--- src/hw/rtl/fcv_pkg.sv ---
// Package: shared types and constants of the full-convolution FIR filter.
package fcv_pkg;

    localparam int MAX_TAPS    = 8;
    localparam int DEFAULT_TAPS = 8;
    localparam int SAMPLE_W    = 16;
    localparam int COEF_W      = 16;
    localparam int PROD_W      = SAMPLE_W + COEF_W;
    localparam int RESP_W      = 34;
    localparam int SUM1_W      = PROD_W + 1;
    localparam int SUM2_W      = PROD_W + 2;
    localparam int SUM3_W      = PROD_W + 3;
    localparam int OFIFO_DEPTH = 8;
    localparam int PTR_W       = $clog2(OFIFO_DEPTH);
    localparam int OCC_W       = $clog2(OFIFO_DEPTH + 1);
    localparam int ADDR_W      = 5;

    typedef logic signed [SAMPLE_W-1:0] fcv_sample_t;
    typedef logic signed [COEF_W-1:0]   fcv_coef_t;
    typedef logic signed [PROD_W-1:0]   fcv_prod_t;

    typedef struct packed {
        logic valid;
        logic final_res;
    } fcv_ctrl_t;

    typedef struct packed {
        logic signed [RESP_W-1:0] response;
        logic                     final_res;
    } fcv_res_t;

endpackage

--- src/hw/rtl/fcv_cell.sv ---
// Tap cell: one delay element and one registered coefficient product.
module fcv_cell (
    input  logic                 aclk,
    input  logic                 aresetn,
    input  logic                 en,
    input  fcv_pkg::fcv_sample_t sample_in,
    input  fcv_pkg::fcv_coef_t   coef,
    output fcv_pkg::fcv_sample_t sample_out,
    output fcv_pkg::fcv_prod_t   prod_out
);
    import fcv_pkg::*;

    fcv_sample_t sample_reg;
    fcv_prod_t   prod_reg;
    fcv_prod_t   prod_next;

    assign prod_next = coef * sample_in;

    always_ff @(posedge aclk) begin
        if (!aresetn) begin
            sample_reg <= '0;
        end else if (en) begin
            sample_reg <= sample_in;
        end
    end

    always_ff @(posedge aclk) begin
        if (en) begin
            prod_reg <= prod_next;
        end
    end

    assign sample_out = sample_reg;
    assign prod_out   = prod_reg;

endmodule

--- config.mk ---
export PLATFORM = sky130hd
export DESIGN_NAME = fcv_cell
export DESIGN_NICKNAME = d
export VERILOG_FILES = /design/src/hw/rtl/fcv_pkg.sv /design/src/hw/rtl/fcv_cell.sv
export SDC_FILE = /design/constraint.sdc
export NUM_CORES = 1
export LEC_CHECK = 0
export BUFFER_PORTS_ARGS = -buffer_cell sky130_fd_sc_hd__buf_2
export CAP_MARGIN = 10
export CORE_MARGIN = 8
export CORE_UTILIZATION = 55
export CTS_BUF_LIST = sky130_fd_sc_hd__clkbuf_4
export CTS_CLUSTER_SIZE = 8
export DETAILED_ROUTE_END_ITERATION = 7
export GPL_TIMING_DRIVEN = 0
export PLACE_DENSITY = 0.73
export SETUP_SLACK_MARGIN = 0.1
export SLEW_MARGIN = 5
export SYNTH_ARGS = -nofsm -noshare
export SYNTH_HDL_FRONTEND = slang
export SYNTH_SLANG_ARGS = --single-unit
--- constraint.sdc ---
create_clock -name aclk -period 8 [get_ports aclk]
set_clock_uncertainty 0.2 [all_clocks]
set_input_delay 0.4 -clock aclk [delete_from_list [all_inputs] [get_ports aclk]]
set_output_delay 0.4 -clock aclk [all_outputs]
set_load 0.03 [all_outputs]
# Yosys cells after proc, flatten, opt, wreduce, memory -nomap -nowiden
# Index checks and enable logic that the tools add are counted.
[totals]
ff_bits = 48
in_bits = 35
[classes]
multipliers = 1
[ops]
columns = ["cell", "n"]
rows = [
  ["16-bit by 16-bit multiplier with 32-bit output", 1],
]

# Longest topological paths before layout
# Gate-level depths: netlist (run 1).
[logic_depth]
ltp_word = 1
ltp_mapped = 23
depth_no_buf = 21

# Worst setup path after synthesis (run 1)
# No wires, ideal clock.
[synth_timing]
kind = "input to register"
from = "input port coef[15]"
to = "register prod_reg[30], in the netlist prod_out[30] (data pin)"
setup_time_ns = 0.259
t_arrival_ns = 5.903
required_time_ns = 7.541
path_slack_ns = 1.638
path_stages = 20
path_cell_list = "clkbuf_1 -> nand2_1 -> inv_1 -> fa_1 -> fa_1 -> fa_1 -> fa_1 -> fa_1 -> inv_1 -> fa_1 -> inv_1 -> ha_1 -> and3_1 -> nand2_1 -> o211a_1 -> o211ai_1 -> a31oi_2 -> o31ai_1 -> nor4b_1 -> a211o_1"
[synth_between]
elab_chain_len = 1
[synth_rtl]
columns = ["item", "line", "text"]
rows = [
  ["from (decl)", "fcv_cell.sv:7", "input fcv_pkg::fcv_coef_t coef,"],
  ["16-bit by 16-bit multiplier with 32-bit output", "fcv_cell.sv:17", "assign prod_next = coef * sample_in;"],
  ["named net prod_next[30]", "fcv_cell.sv:15", "fcv_prod_t prod_next;"],
  ["to (signal assigned)", "fcv_cell.sv:29", "prod_reg <= prod_next;"],
  ["to (decl)", "fcv_cell.sv:14", "fcv_prod_t prod_reg;"],
]
# The timed path passes the listed nets, and every way through them passes these cells.
# A chain may end at the register's enable or synchronous reset.

# Final worst setup path (run 1)
# Ends and elaborated chain as after synthesis.

==> results of run 1 <==
kinds of logic (layout without fill, tap and decap cells):
kind of cell / after synthesis / in the layout / share of synthesized area [%]
buffers and inverters: 327 / 415 / 10.8
AO/OA/AOI/OAI: 79 / 79 / 4.89
multiplexers: 16 / 16 / 1.41
AND/OR/NAND/NOR: 314 / 314 / 13.9
flip-flops: 48 / 48 / 11.3
adder cells (fa/ha/maj): 344 / 344 / 55.1
other: 0 / 1 / 0
XOR/XNOR: 34 / 34 / 2.62
per-stage QoR:
stage | instances | util (%) | setup slack, ns | hold WS, ns
after floorplan | 1162 | - | 1.64 | 0.312
after global placement | 1512 | 59.9 | 0.752 | 0.291
after detailed placement | 1512 | 59.9 | 0.693 | 0.306
after CTS | 1520 | 60.3 | 1.18 | 0.0752
final | 1521 | 60.3 | 1.13 | 0.0911
after global routing | 1521 | 60.3 | 0.854 | 0.0804
path summary, 6_finish.rpt:
kind / endpoint / slack [ns] / depth (start not counted) / from
worst max-delay path: prod_out[30] / 1.13 / 21 / coef[15]
worst min-delay path: sample_out[0] / 0.09 / 2 / aresetn
worst max register to register: sample_out[6] / 7.12 / 2 / sample_out[6]
worst min register to register: sample_out[10] / 0.34 / 2 / sample_out[10]
flip-flops by register name, indices dropped and copies added (netlist names):
| register | count |
|---|---|
| prod_out | 32 |
| sample_out | 16 |
routing by layer:
| metal | routed length (µm) | GRT usage [%] | vias to the layer above |
|---|---|---|---|
| li1 | - | - | 3597 |
| met1 | 11500 | 29.5 | 4268 |
| met2 | 14700 | 40.8 | 282 |
| met3 | 1770 | 3.52 | 58 |
| met4 | 896 | 6.75 | 0 |
| met5 | 0 | 0 | - |
placed cells by master, fill, tap and decap left out, types with 16 or more instances in the layout:
cell type / netlist / layout
inv_1: 290 / 290
fa_1: 262 / 262
nand2_1: 131 / 131
and2_1: 122 / 122
ha_1: 82 / 82
buf_2: 0 / 80
clkbuf_1: 37 / 37
edfxtp_1: 32 / 32
xnor2_1: 28 / 28
a21oi_1: 26 / 26
nor2_1: 25 / 25
nor2b_1: 18 / 18
mux2i_1: 16 / 16
dfxtp_1: 16 / 16
area by class of cell:
class                           instances  area (µm²)  area share, %
Multi-Input combinational cell        787        8860           72.7
Sequential cell                        48        1280           10.5
Inverter                              290        1090           8.92
Timing Repair Buffer                   80         400           3.28
Tap cell                              270         338           2.77
Buffer                                 37         139           1.14
Clock inverter                          3        46.3          0.380
Clock buffer                            5        37.5          0.308
Antenna cell                            1        2.50         0.0205
worst register-to-register path, stage by stage, from the launching register on:
cell	delay, ns
dfxtp_1	0.41
mux2i_1	0.09
nor2b_1	0.14
==> results by group, run 1 <==
Synthesis
  • Syn Inst Count: 1162
  • Yosys warns: 0
  • Dominant cells by area after synthesis: fa_1 46%, inv_1 9.6%, ha_1 9.0%, edfxtp_1 8.4%, and2_1 6.7%
  • Area of the mapped netlist: 11400 µm²
  • Post-synth top area share: 46.1%
  • EDFF count, synth: 32
  • Area leader, netlist: fa_1
  • Most frequent cells after synthesis: 290 x inv_1, 262 x fa_1, 131 x nand2_1
  • Count leader, synth: inv_1
  • Most common flop cell mapped by yosys: edfxtp_1
  • Synth Register Bits: 48
  • Syn Area/Cell: about 10 µm²
  • Syn nets: 1541
  • Async S/R FF share, synth: 0%
  • Register area share after synthesis: between 10% and 20%
  • Library cells used by synthesis: 44

Critical path
  • Slowest CP cell: fa_1
  • CP most frequent cell: fa_1
  • Critical path required time: about 8.0 ns
  • Critical Path Fanout Max: 10
  • CP Launch Type: input port
  • Slowest stage delay, CP: 0.85 ns
  • Top delay family on crit path: adder cells
  • Crit-path cells: buf_2, clkbuf_1, nand2_1, inv_1, fa_1, fa_1, fa_1, fa_1, fa_1, inv_1, fa_1, inv_1, ha_1, and3_1, nand2_1, o211a_1, o211ai_1, a31oi_2, o31ai_1, nor4b_1, a211o_1
  • Worst path buffer plus inverter count: 5
  • Critical Path AT: 6.88 ns
  • Critical setup path kind: in2reg
  • Critical Path End Type: flip-flop

STA
  • Actual slew at the worst max-slew pin: 1.03 ns
  • Max-slew headroom: 31.3%
  • Period utilisation layout: about 86%
  • RSZ-0062 raised after global routing: no
  • Highest Clock Rate: between 100 and 150 MHz
  • Setup TNS: 0 ns
  • Fin crit period: around 6.9 ns
  • Final slew viol count: 0
  • Finish-stage setup viols: 0
  • Final number of hold-violating endpoints: 0

Finish
  • NumNets Final: 1628
  • FILL cells: around 1800
  • Share of cells above drive strength 1: under 10%
  • Design Area, Final: around 12000 µm²
  • Area Overhead vs Synth: 7.25%

Clock tree
  • Root Buffer: clkbuf_4
  • Max Root-Sink Buffers: 2
  • CTS Buf Count: 5
  • # resized after CTS: 0
  • Clock Sinks: between 40 and 50
  • CTS tree: yes
  • Post-CTS Setup Bufs: 0
  • Clock Latency Late Sink: about 0.39 ns
  • Post-cts hold buffer count: 0
  • Max H-tree Level: 2
  • Worst-path clk slew: between 0.15 and 0.2 ns

Placement
  • GPL Wtd Cong: slightly above 0.9
  • I/O Buffers: 80
  • Dpl cell area: between 10000 and 15000 µm²
  • Post-DP HPWL: about 24000 µm

Global routing
  • Overall Global Routing Usage: 23.3%
  • Total gr overflow: 0
  • Pin count of the biggest net entering global routing: 34
  • Initial antenna violation count: 1
  • First-pass GRT wire length: roughly 47000 µm
  • Vias in the first global route: between 8000 and 9000

Floorplan
  • Die outline width: around 160 µm
  • Die area: 25500 µm²
  • Site Rows: 52
  • Die Span Y: 160 µm
  • I/O pins: 83
  • Core Area: 20200 µm²
  • Starting Density: a little under three fifths

Drt
  • DRT antenna net count: 0
  • Wire per inst: roughly 19 µm
  • Drt total wl: a little under 30000 µm
  • Via count: ~8200
  • DRC Markers: 0
  • Via-to-Cell Ratio: between 5 and 6
  • DRT Pass-1 Iters: 5
  • DR iter-0 viols: around 540

Hold path
  • Hold crit path type: in2reg

Status
  • Status: complete, no violations

Flow run
  • Max_cap viols: 0
Power of run 1 is not shown: default switching activity piles up to over one toggle a cycle in this logic, so the estimate is an artifact.
==> run 2: changes to the inputs <==
--- a/config.mk
+++ b/config.mk
@@ -5,6 +5,7 @@
 export SDC_FILE = /design/constraint.sdc
 export NUM_CORES = 1
 export LEC_CHECK = 0
+export ABC_AREA = 1
 export BUFFER_PORTS_ARGS = -buffer_cell sky130_fd_sc_hd__buf_2
 export CAP_MARGIN = 10
 export CORE_MARGIN = 8
@@ -15,6 +16,7 @@
 export GPL_TIMING_DRIVEN = 0
 export PLACE_DENSITY = 0.73
 export SETUP_SLACK_MARGIN = 0.1
+export SKIP_LAST_GASP = 1
 export SLEW_MARGIN = 5
 export SYNTH_ARGS = -nofsm -noshare
 export SYNTH_HDL_FRONTEND = slang
==> run 2 against run 1 <==
Compared with the run above: global-route usage up 1.8 points; critical path type unchanged; sequential cell count unchanged; die area up 7.7%; first-iteration DRC count up 17%; largest cell class unchanged; worst hold slack worse by 0.038 ns; critical endpoint is now prod_out[23]; critical path depth up 1; maximum frequency up 6.0%; register-to-register slack worse by 0.03 ns; via count up 20%.
==> results by group, run 2 <==
Synthesis
  • Register area share after synthesis: 10.4% (-0.89 points)
  • Yosys warns: 0 (unchanged)
  • Mux cell area share after synthesis: 0% (-1.4 points)
  • Area of the mapped netlist: 12300 µm² (+8.6%)
  • Post-synthesis adder-cell area fraction: 50.8% (-4.4 points)
  • Syn Inst Count: 1567 (+35%)
  • Area leader, netlist: fa_1
  • Post-synth top area share: 42.5% (-3.6 points)
  • Post-synthesis xor/xnor area fraction: 1.42% (-1.2 points)
  • EDFF count, synth: 32 (unchanged)
  • Count leader, synth: inv_1
  • Dominant cells by area after synthesis: fa_1 42%, inv_1 14%, nand2_1 12%, ha_1 8.3%, edfxtp_1 7.8%
  • Library cells used by synthesis: 29 (-34%)
  • Syn nets: 1946 (+26%)
  • Simple logic cell fraction of the synthesized area: 18.7% (+4.8 points)
  • Complex-gate fraction of the synthesized area: 2.31% (-2.6 points)
  • Most common flop cell mapped by yosys: edfxtp_1
  • Synth Register Bits: 48 (unchanged)
  • Async S/R FF share, synth: 0% (unchanged)
  • Most frequent cells after synthesis: 469 x inv_1, 406 x nand2_1, 262 x fa_1
  • Syn Area/Cell: 7.88 µm² (-19%)
  • Largest family of logic cells by synthesized area: adder cells

STA
  • Setup TNS: 0 ns (unchanged)
  • Final worst setup slack: 1.52 ns (+0.389 ns)
  • Max-slew headroom: 41.8% (+11 points)
  • Period utilisation layout: 81.0% (-4.9 points)
  • RSZ-0062 raised after global routing: no
  • Final slew viol count: 0 (unchanged)
  • Final number of hold-violating endpoints: 0 (unchanged)
  • Highest Clock Rate: 154 MHz (+6.0%)
  • Actual slew at the worst max-slew pin: 0.872 ns (-0.158 ns)
  • Fin crit period: 6.48 ns (-0.389 ns)
  • Finish-stage setup viols: 0 (unchanged)

Clock tree
  • Post-CTS Setup Bufs: 0 (unchanged)
  • Root Buffer: clkbuf_4
  • Max Root-Sink Buffers: 2 (unchanged)
  • Post-cts hold buffer count: 0 (unchanged)
  • Worst-path clk slew: 0.17 ns (-0.02 ns)
  • Clock Latency Late Sink: 0.42 ns (+0.03 ns)
  • CTS tree: yes
  • Clock Sinks: 48 (unchanged)
  • # resized after CTS: 0 (unchanged)
  • Max H-tree Level: 2 (unchanged)
  • CTS Buf Count: 5 (unchanged)

Global routing
  • Initial antenna violation count: 1 (unchanged)
  • Total gr overflow: 0 (unchanged)
  • Grt met3 use: 4.59% (+1.1 points)
  • Overall Global Routing Usage: 25.1% (+1.8 points)
  • Met1 Resource Use GR: 31.7% (+2.2 points)
  • First-pass GRT wire length: 54400 µm (+16%)
  • Global routing's busiest layer: met2
  • Pin count of the biggest net entering global routing: 42 (+24%)
  • Grt met2 use: 42.8% (+1.9 points)
  • Vias in the first global route: 10600 (+21%)

Finish
  • Most common cell after layout, fill and taps aside: inv_1
  • Area Overhead vs Synth: 5.85%
  • Max reg flops: 32 (unchanged)
  • Sequential cell area: 1280 µm² (unchanged)
  • Share of cells above drive strength 1: 6.26% (-1.5 points)
  • Multi-input gate area: 9030 µm² (+1.9%)
  • Most frequent cells in the layout: 469 x inv_1, 406 x nand2_1, 262 x fa_1
  • FILL cells: 2050 (+16%)
  • NumNets Final: 2008 (+23%)

Critical path
  • Critical Path Fanout Max: 10 (unchanged)
  • Critical Path AT: 6.51 ns (-0.37 ns)
  • Worst R2R End: sample_out[9]
  • Critical Path End Type: flip-flop
  • R2R setup slack: 7.09 ns (-0.03 ns)
  • Reg2Reg Depth: 2 (unchanged)
  • Worst flop-to-flop path startpoint: sample_out[9]
  • Critical setup path kind: in2reg
  • Critical path required time: 8.03 ns (+0.02 ns)
  • CP Launch Type: input port

Floorplan
  • Die area: 27500 µm² (+7.7%)
  • Starting Density: 55.2% (-1.0 points)
  • I/O pins: 83 (unchanged)
  • Die outline width: 166 µm (+3.8%)
  • Die Span Y: 166 µm (+3.8%)
  • Site Rows: 55 (+5.8%)
  • Core Area: 22400 µm² (+11%)

Drt
  • DRT Pass-1 Iters: 5 (unchanged)
  • Via count: 9854 (+20%)
  • DRC Markers: 0 (unchanged)
  • Wire per inst: 17.2 µm (-9.5%)
  • Drt total wl: 32900 µm (+14%)
  • Via-to-Cell Ratio: 5.14 (-4.7%)
  • DR iter-0 viols: 639 (+17%)
  • DRT antenna net count: 0 (unchanged)

Flow run
  • Max_cap viols: 0 (unchanged)

Hold path
  • WHS Endpoint: sample_out[4]
  • Hold_sp: aresetn
  • WHS Path Cells: 3 (+1)
  • Hold crit path type: in2reg

Status
  • Status: complete, no violations

Placement
  • I/O Buffers: 55 (-31%)
  • GPL Wtd Cong: 0.966 (+3.9%)
  • DP Worst Slack: 1.25 ns (+0.561 ns)
  • Post-DP HPWL: 28200 µm (+15%)
run 2: cell types whose count changed in the layout (fill, tap and decap cells not counted), moves of 16 or more:
cell      change
and2_1      -120
nor2_1       +50
clkbuf_1     +25
nand3_1      +30
xnor2_1      -25
nor2b_1      -18
inv_1       +179
buf_2        -25
nand2_1     +275
mux2i_1      -16
run 2: per-layer routing:
metal  wire [µm]  up-vias
li1            -     4545
met1       13000     4823
met2       16000      405
met3        2730       81
met4        1200        0
met5           0        -
run 2: how the worst max path moves through the flow:
stage	from	endpoint	cells past startpoint
2_1_floorplan	sample_in[5]	prod_out[31]	22
4_1_cts	coef[5]	prod_out[22]	22
5_1_grt	sample_in[7]	prod_out[25]	23
3_3_place_gp	coef[5]	prod_out[22]	22
6_report	sample_in[7]	prod_out[23]	22
3_5_place_dp	sample_in[6]	prod_out[31]	22
run 2: critical path, cell delays in order:
cell and delay, ns:
clkbuf_1 0.63, clkbuf_1 0.56, nand2_1 0.17, fa_1 0.57, inv_1 0.05, fa_1 0.50
inv_1 0.05, fa_1 0.53, inv_1 0.05, fa_1 0.41, fa_1 0.52, inv_1 0.05
fa_1 0.57, inv_1 0.07, ha_1 0.36, nand2_1 0.09, inv_2 0.08, nand2_1 0.13
nor2_2 0.18, nand4_1 0.14, nand3b_1 0.15, xor2_1 0.26
run 2: stage by stage:
step           area [µm²]  instances  util (%)  hold WS [ns]
2_1_floorplan       12300       1567         -         0.312
3_3_place_gp        13000       1907      58.0         0.271
3_5_place_dp        13000       1907      58.0         0.277
4_1_cts             13100       1915      58.4        0.0420
5_1_grt             13100       1916      58.4        0.0609
6_report            13100       1917      58.4        0.0533
run 2: layout make-up:
class | count | share of cell area (%)
Inverter | 479 | 13.8
Timing Repair Buffer | 55 | 2.11
Tap cell | 285 | 2.73
Antenna cell | 2 | 0.0383
Clock inverter | 3 | 0.364
Clock buffer | 5 | 0.287
Sequential cell | 48 | 9.80
Buffer | 62 | 1.78
Multi-Input combinational cell | 978 | 69.1
run 2: cells by family after synthesis:
kind of cell	after synthesis
fa+ha+maj	344
xor+xnor	20
buf+inv	541
simple gates	562
flops	48
compound gates	52
Power of run 2 is left out for the same reason.
==> run 3: changes to the inputs <==
--- a/config.mk
+++ b/config.mk
@@ -5,7 +5,7 @@
 export SDC_FILE = /design/constraint.sdc
 export NUM_CORES = 1
 export LEC_CHECK = 0
-export ABC_AREA = 1
+export ABC_AREA = 0
 export BUFFER_PORTS_ARGS = -buffer_cell sky130_fd_sc_hd__buf_2
 export CAP_MARGIN = 10
 export CORE_MARGIN = 8
@@ -14,7 +14,7 @@
 export CTS_CLUSTER_SIZE = 8
 export DETAILED_ROUTE_END_ITERATION = 7
 export GPL_TIMING_DRIVEN = 0
-export PLACE_DENSITY = 0.73
+export PLACE_DENSITY = 0.76
 export SETUP_SLACK_MARGIN = 0.1
 export SKIP_LAST_GASP = 1
 export SLEW_MARGIN = 5
==> constraint.sdc (replaced) <==
create_clock -name aclk -period 5.7 [get_ports aclk]
set_clock_uncertainty 0.2 [all_clocks]
set_input_delay 0.285 -clock aclk [delete_from_list [all_inputs] [get_ports aclk]]
set_output_delay 0.285 -clock aclk [all_outputs]
set_load 0.03 [all_outputs]
==> run 3 against run 2 <==
Compared with the run above: the run now ends with setup timing left; worst hold slack worse by 0.034 ns; routed wire length down 3.8%; final area up 6.4%; first-iteration DRC count up 11%; critical path type unchanged; register-to-register slack worse by 2.8 ns; cell count down 17%.
==> results by group, run 3 (synthesized netlist as in run 1, its figures left out) <==
Status
  • Status: finished with violations
  • Failing checks: setup timing

Finish
  • Most common cell after layout, fill and taps aside: inv_1
  • FILL cells: 1449 (-29%)
  • Max reg flops: 32 (unchanged)
  • Most frequent cells in the layout: 280 x inv_1, 246 x fa_1, 126 x nand2_1
  • Share of cells above drive strength 1: 20.9% (+15 points)
  • Area Overhead vs Synth: 22.3%
  • Design Area, Final: 13900 µm² (+6.4%)
  • NumNets Final: 1704 (-15%)

Floorplan
  • I/O pins: 83 (unchanged)
  • Starting Density: 56.2% (+1.0 points)
  • Die area: 25500 µm² (-7.1%)
  • Die Span Y: 160 µm (-3.6%)
  • Site Rows: 52 (-5.5%)
  • Die outline width: 160 µm (-3.6%)
  • Core Area: 20200 µm² (-9.5%)

STA
  • Actual slew at the worst max-slew pin: 0.928 ns (+0.0554 ns)
  • Final worst setup slack: -0.0131 ns (-1.53 ns)
  • Fin crit period: approximately 5.7 ns
  • RSZ-0062 raised after global routing: yes
  • Finish-stage setup viols: 2 (+2)
  • Max-slew headroom: 38.2% (-3.7 points)
  • Final number of hold-violating endpoints: 0 (unchanged)
  • Highest Clock Rate: ~180 MHz
  • Period utilisation layout: 100%
  • Final slew viol count: 0 (unchanged)

Clock tree
  • Root Buffer: clkbuf_4
  • Worst-path clk slew: 0.16 ns (about the same)
  • Max Root-Sink Buffers: 2 (unchanged)
  • Max H-tree Level: 2 (unchanged)
  • Clock Sinks: 48 (unchanged)
  • CTS Buf Count: 5 (unchanged)
  • CTS tree: yes
  • Clock Latency Late Sink: 0.42 ns (about the same)

Critical path
  • Critical setup path kind: in2reg
  • Slowest stage delay, CP: 0.59 ns (-0.04 ns)
  • Worst flop-to-flop path startpoint: sample_out[1]
  • Top delay family on crit path: adder cells
  • CP Launch Type: input port
  • Worst R2R End: sample_out[1]
  • Crit-path cells: buf_6, clkbuf_16, nand2_4, inv_1, fa_2, buf_4, fa_2, buf_4, buf_4, fa_1, fa_1, fa_1, fa_1, ha_2, a21o_1, a21o_1, a21oi_1, o31ai_1, a41oi_4, buf_4, xnor2_1
  • R2R setup slack: 4.33 ns (-2.76 ns)
  • Critical Path AT: 5.70 ns (-0.81 ns)
  • Worst path buffer plus inverter count: 7 (-1)
  • Slowest CP cell: fa_2
  • Critical path required time: 5.69 ns (-2.34 ns)
  • Critical Path End Type: flip-flop
  • Critical Path Fanout Max: 8 (-2)
  • Reg2Reg Depth: 3 (+1)

Global routing
  • Total gr overflow: 0 (unchanged)
  • Initial antenna violation count: 1 (unchanged)
  • Pin count of the biggest net entering global routing: 34 (-19%)
  • First-pass GRT wire length: 50500 µm (-7.2%)
  • Overall Global Routing Usage: 25.1% (+0.038 points)
  • Vias in the first global route: 9552 (-10%)

Drt
  • Wire per inst: 19.8 µm (+15%)
  • DRT Pass-1 Iters: 5 (unchanged)
  • Drt total wl: 31700 µm (-3.8%)
  • DRT antenna net count: 0 (unchanged)
  • Via count: 8636 (-12%)
  • Via-to-Cell Ratio: 5.41 (+5.2%)
  • DR iter-0 viols: 707 (+11%)
  • DRC Markers: 0 (unchanged)

Flow run
  • Max_cap viols: 0 (unchanged)

Placement
  • Dpl cell area: 12300 µm² (-5.0%)
  • Post-DP HPWL: 23600 µm (-16%)
  • I/O Buffers: 80 (+45%)
  • GPL Wtd Cong: 0.929 (-3.8%)

Hold path
  • Hold crit path type: in2reg
  • WHS Path Cells: 3 (unchanged)
  • Hold_sp: sample_in[11]
  • WHS Endpoint: sample_out[11]
run 3: cell types whose count changed in the layout (fill, tap and decap cells not counted), sizes merged, moves of 19 or more:
cell and change:
nand2 -283, inv -187, and2 +120, buf +97, nor2 -61, clkbuf -31
nand3 -31, xnor2 +25, nor2b +19
run 3: per-layer routing:
layer  GRT usage (%)  vias up  wire, µm
li1                -     3748         -
met1            30.3     4331     11900
met2            42.3      446     15700
met3            5.40      111      2640
met4            12.3        0      1500
met5               0        -         0
run 3: worst register-to-register path, cell delays in order, from the launching register on:
cell	delay (ns)
dfxtp_1	0.36
mux2i_1	0.12
nor2b_1	0.06
dlygate4sd3_1	0.55
run 3: area by class of cell:
class	instances	area (µm²)	share of cell area (%)
antenna	1	2.50	0.0180
tap	270	338	2.43
clock inverter	3	45.0	0.324
multi-input combinational	787	9270	66.7
clock buffer	5	37.5	0.270
buffer	37	623	4.48
sequential	48	1280	9.21
timing repair buffer	156	1220	8.75
inverter	290	1090	7.83
run 3: per-stage QoR:
step                hold slack (ns)  TNS [ns]  utilization, %  worst slack, ns  cells
floorplan                     0.197   -0.0123               -          -0.0123   1162
global placement              0.293    -13.17            60.9            -1.26   1512
detailed placement            0.304    -13.43            60.9            -1.30   1512
CTS                          0.0108    -0.220            67.0          -0.0626   1579
global route                 0.0147     -1.09            68.7           -0.200   1597
finish                       0.0190   -0.0161            68.7          -0.0131   1597
run 3: what timing repair did:
| action | 4_1_cts | 5_1_grt |
|---|---|---|
| buffers inserted | 48 | 18 |
| endpoints found under the hold margin | 10 | 0 |
| gates resized for setup | 150 | 64 |
| gates cloned | 1 | 1 |
| hold buffers | 10 | 0 |
| pin swaps | 56 | 58 |
| setup endpoints to repair | 17 | 15 |
run 3: worst max path at each step:
stage / from / end / cells past startpoint / slack (ns)
detailed placement: coef[4] / prod_out[22] / 19 / -1.30
finish: sample_in[2] / prod_out[27] / 21 / -0.01
global route: sample_in[13] / prod_out[26] / 23 / -0.20
floorplan: coef[15] / prod_out[30] / 20 / -0.01
CTS: sample_in[6] / prod_out[29] / 20 / -0.06
global placement: coef[4] / prod_out[22] / 19 / -1.26
Power of run 3 is left out for the same reason.
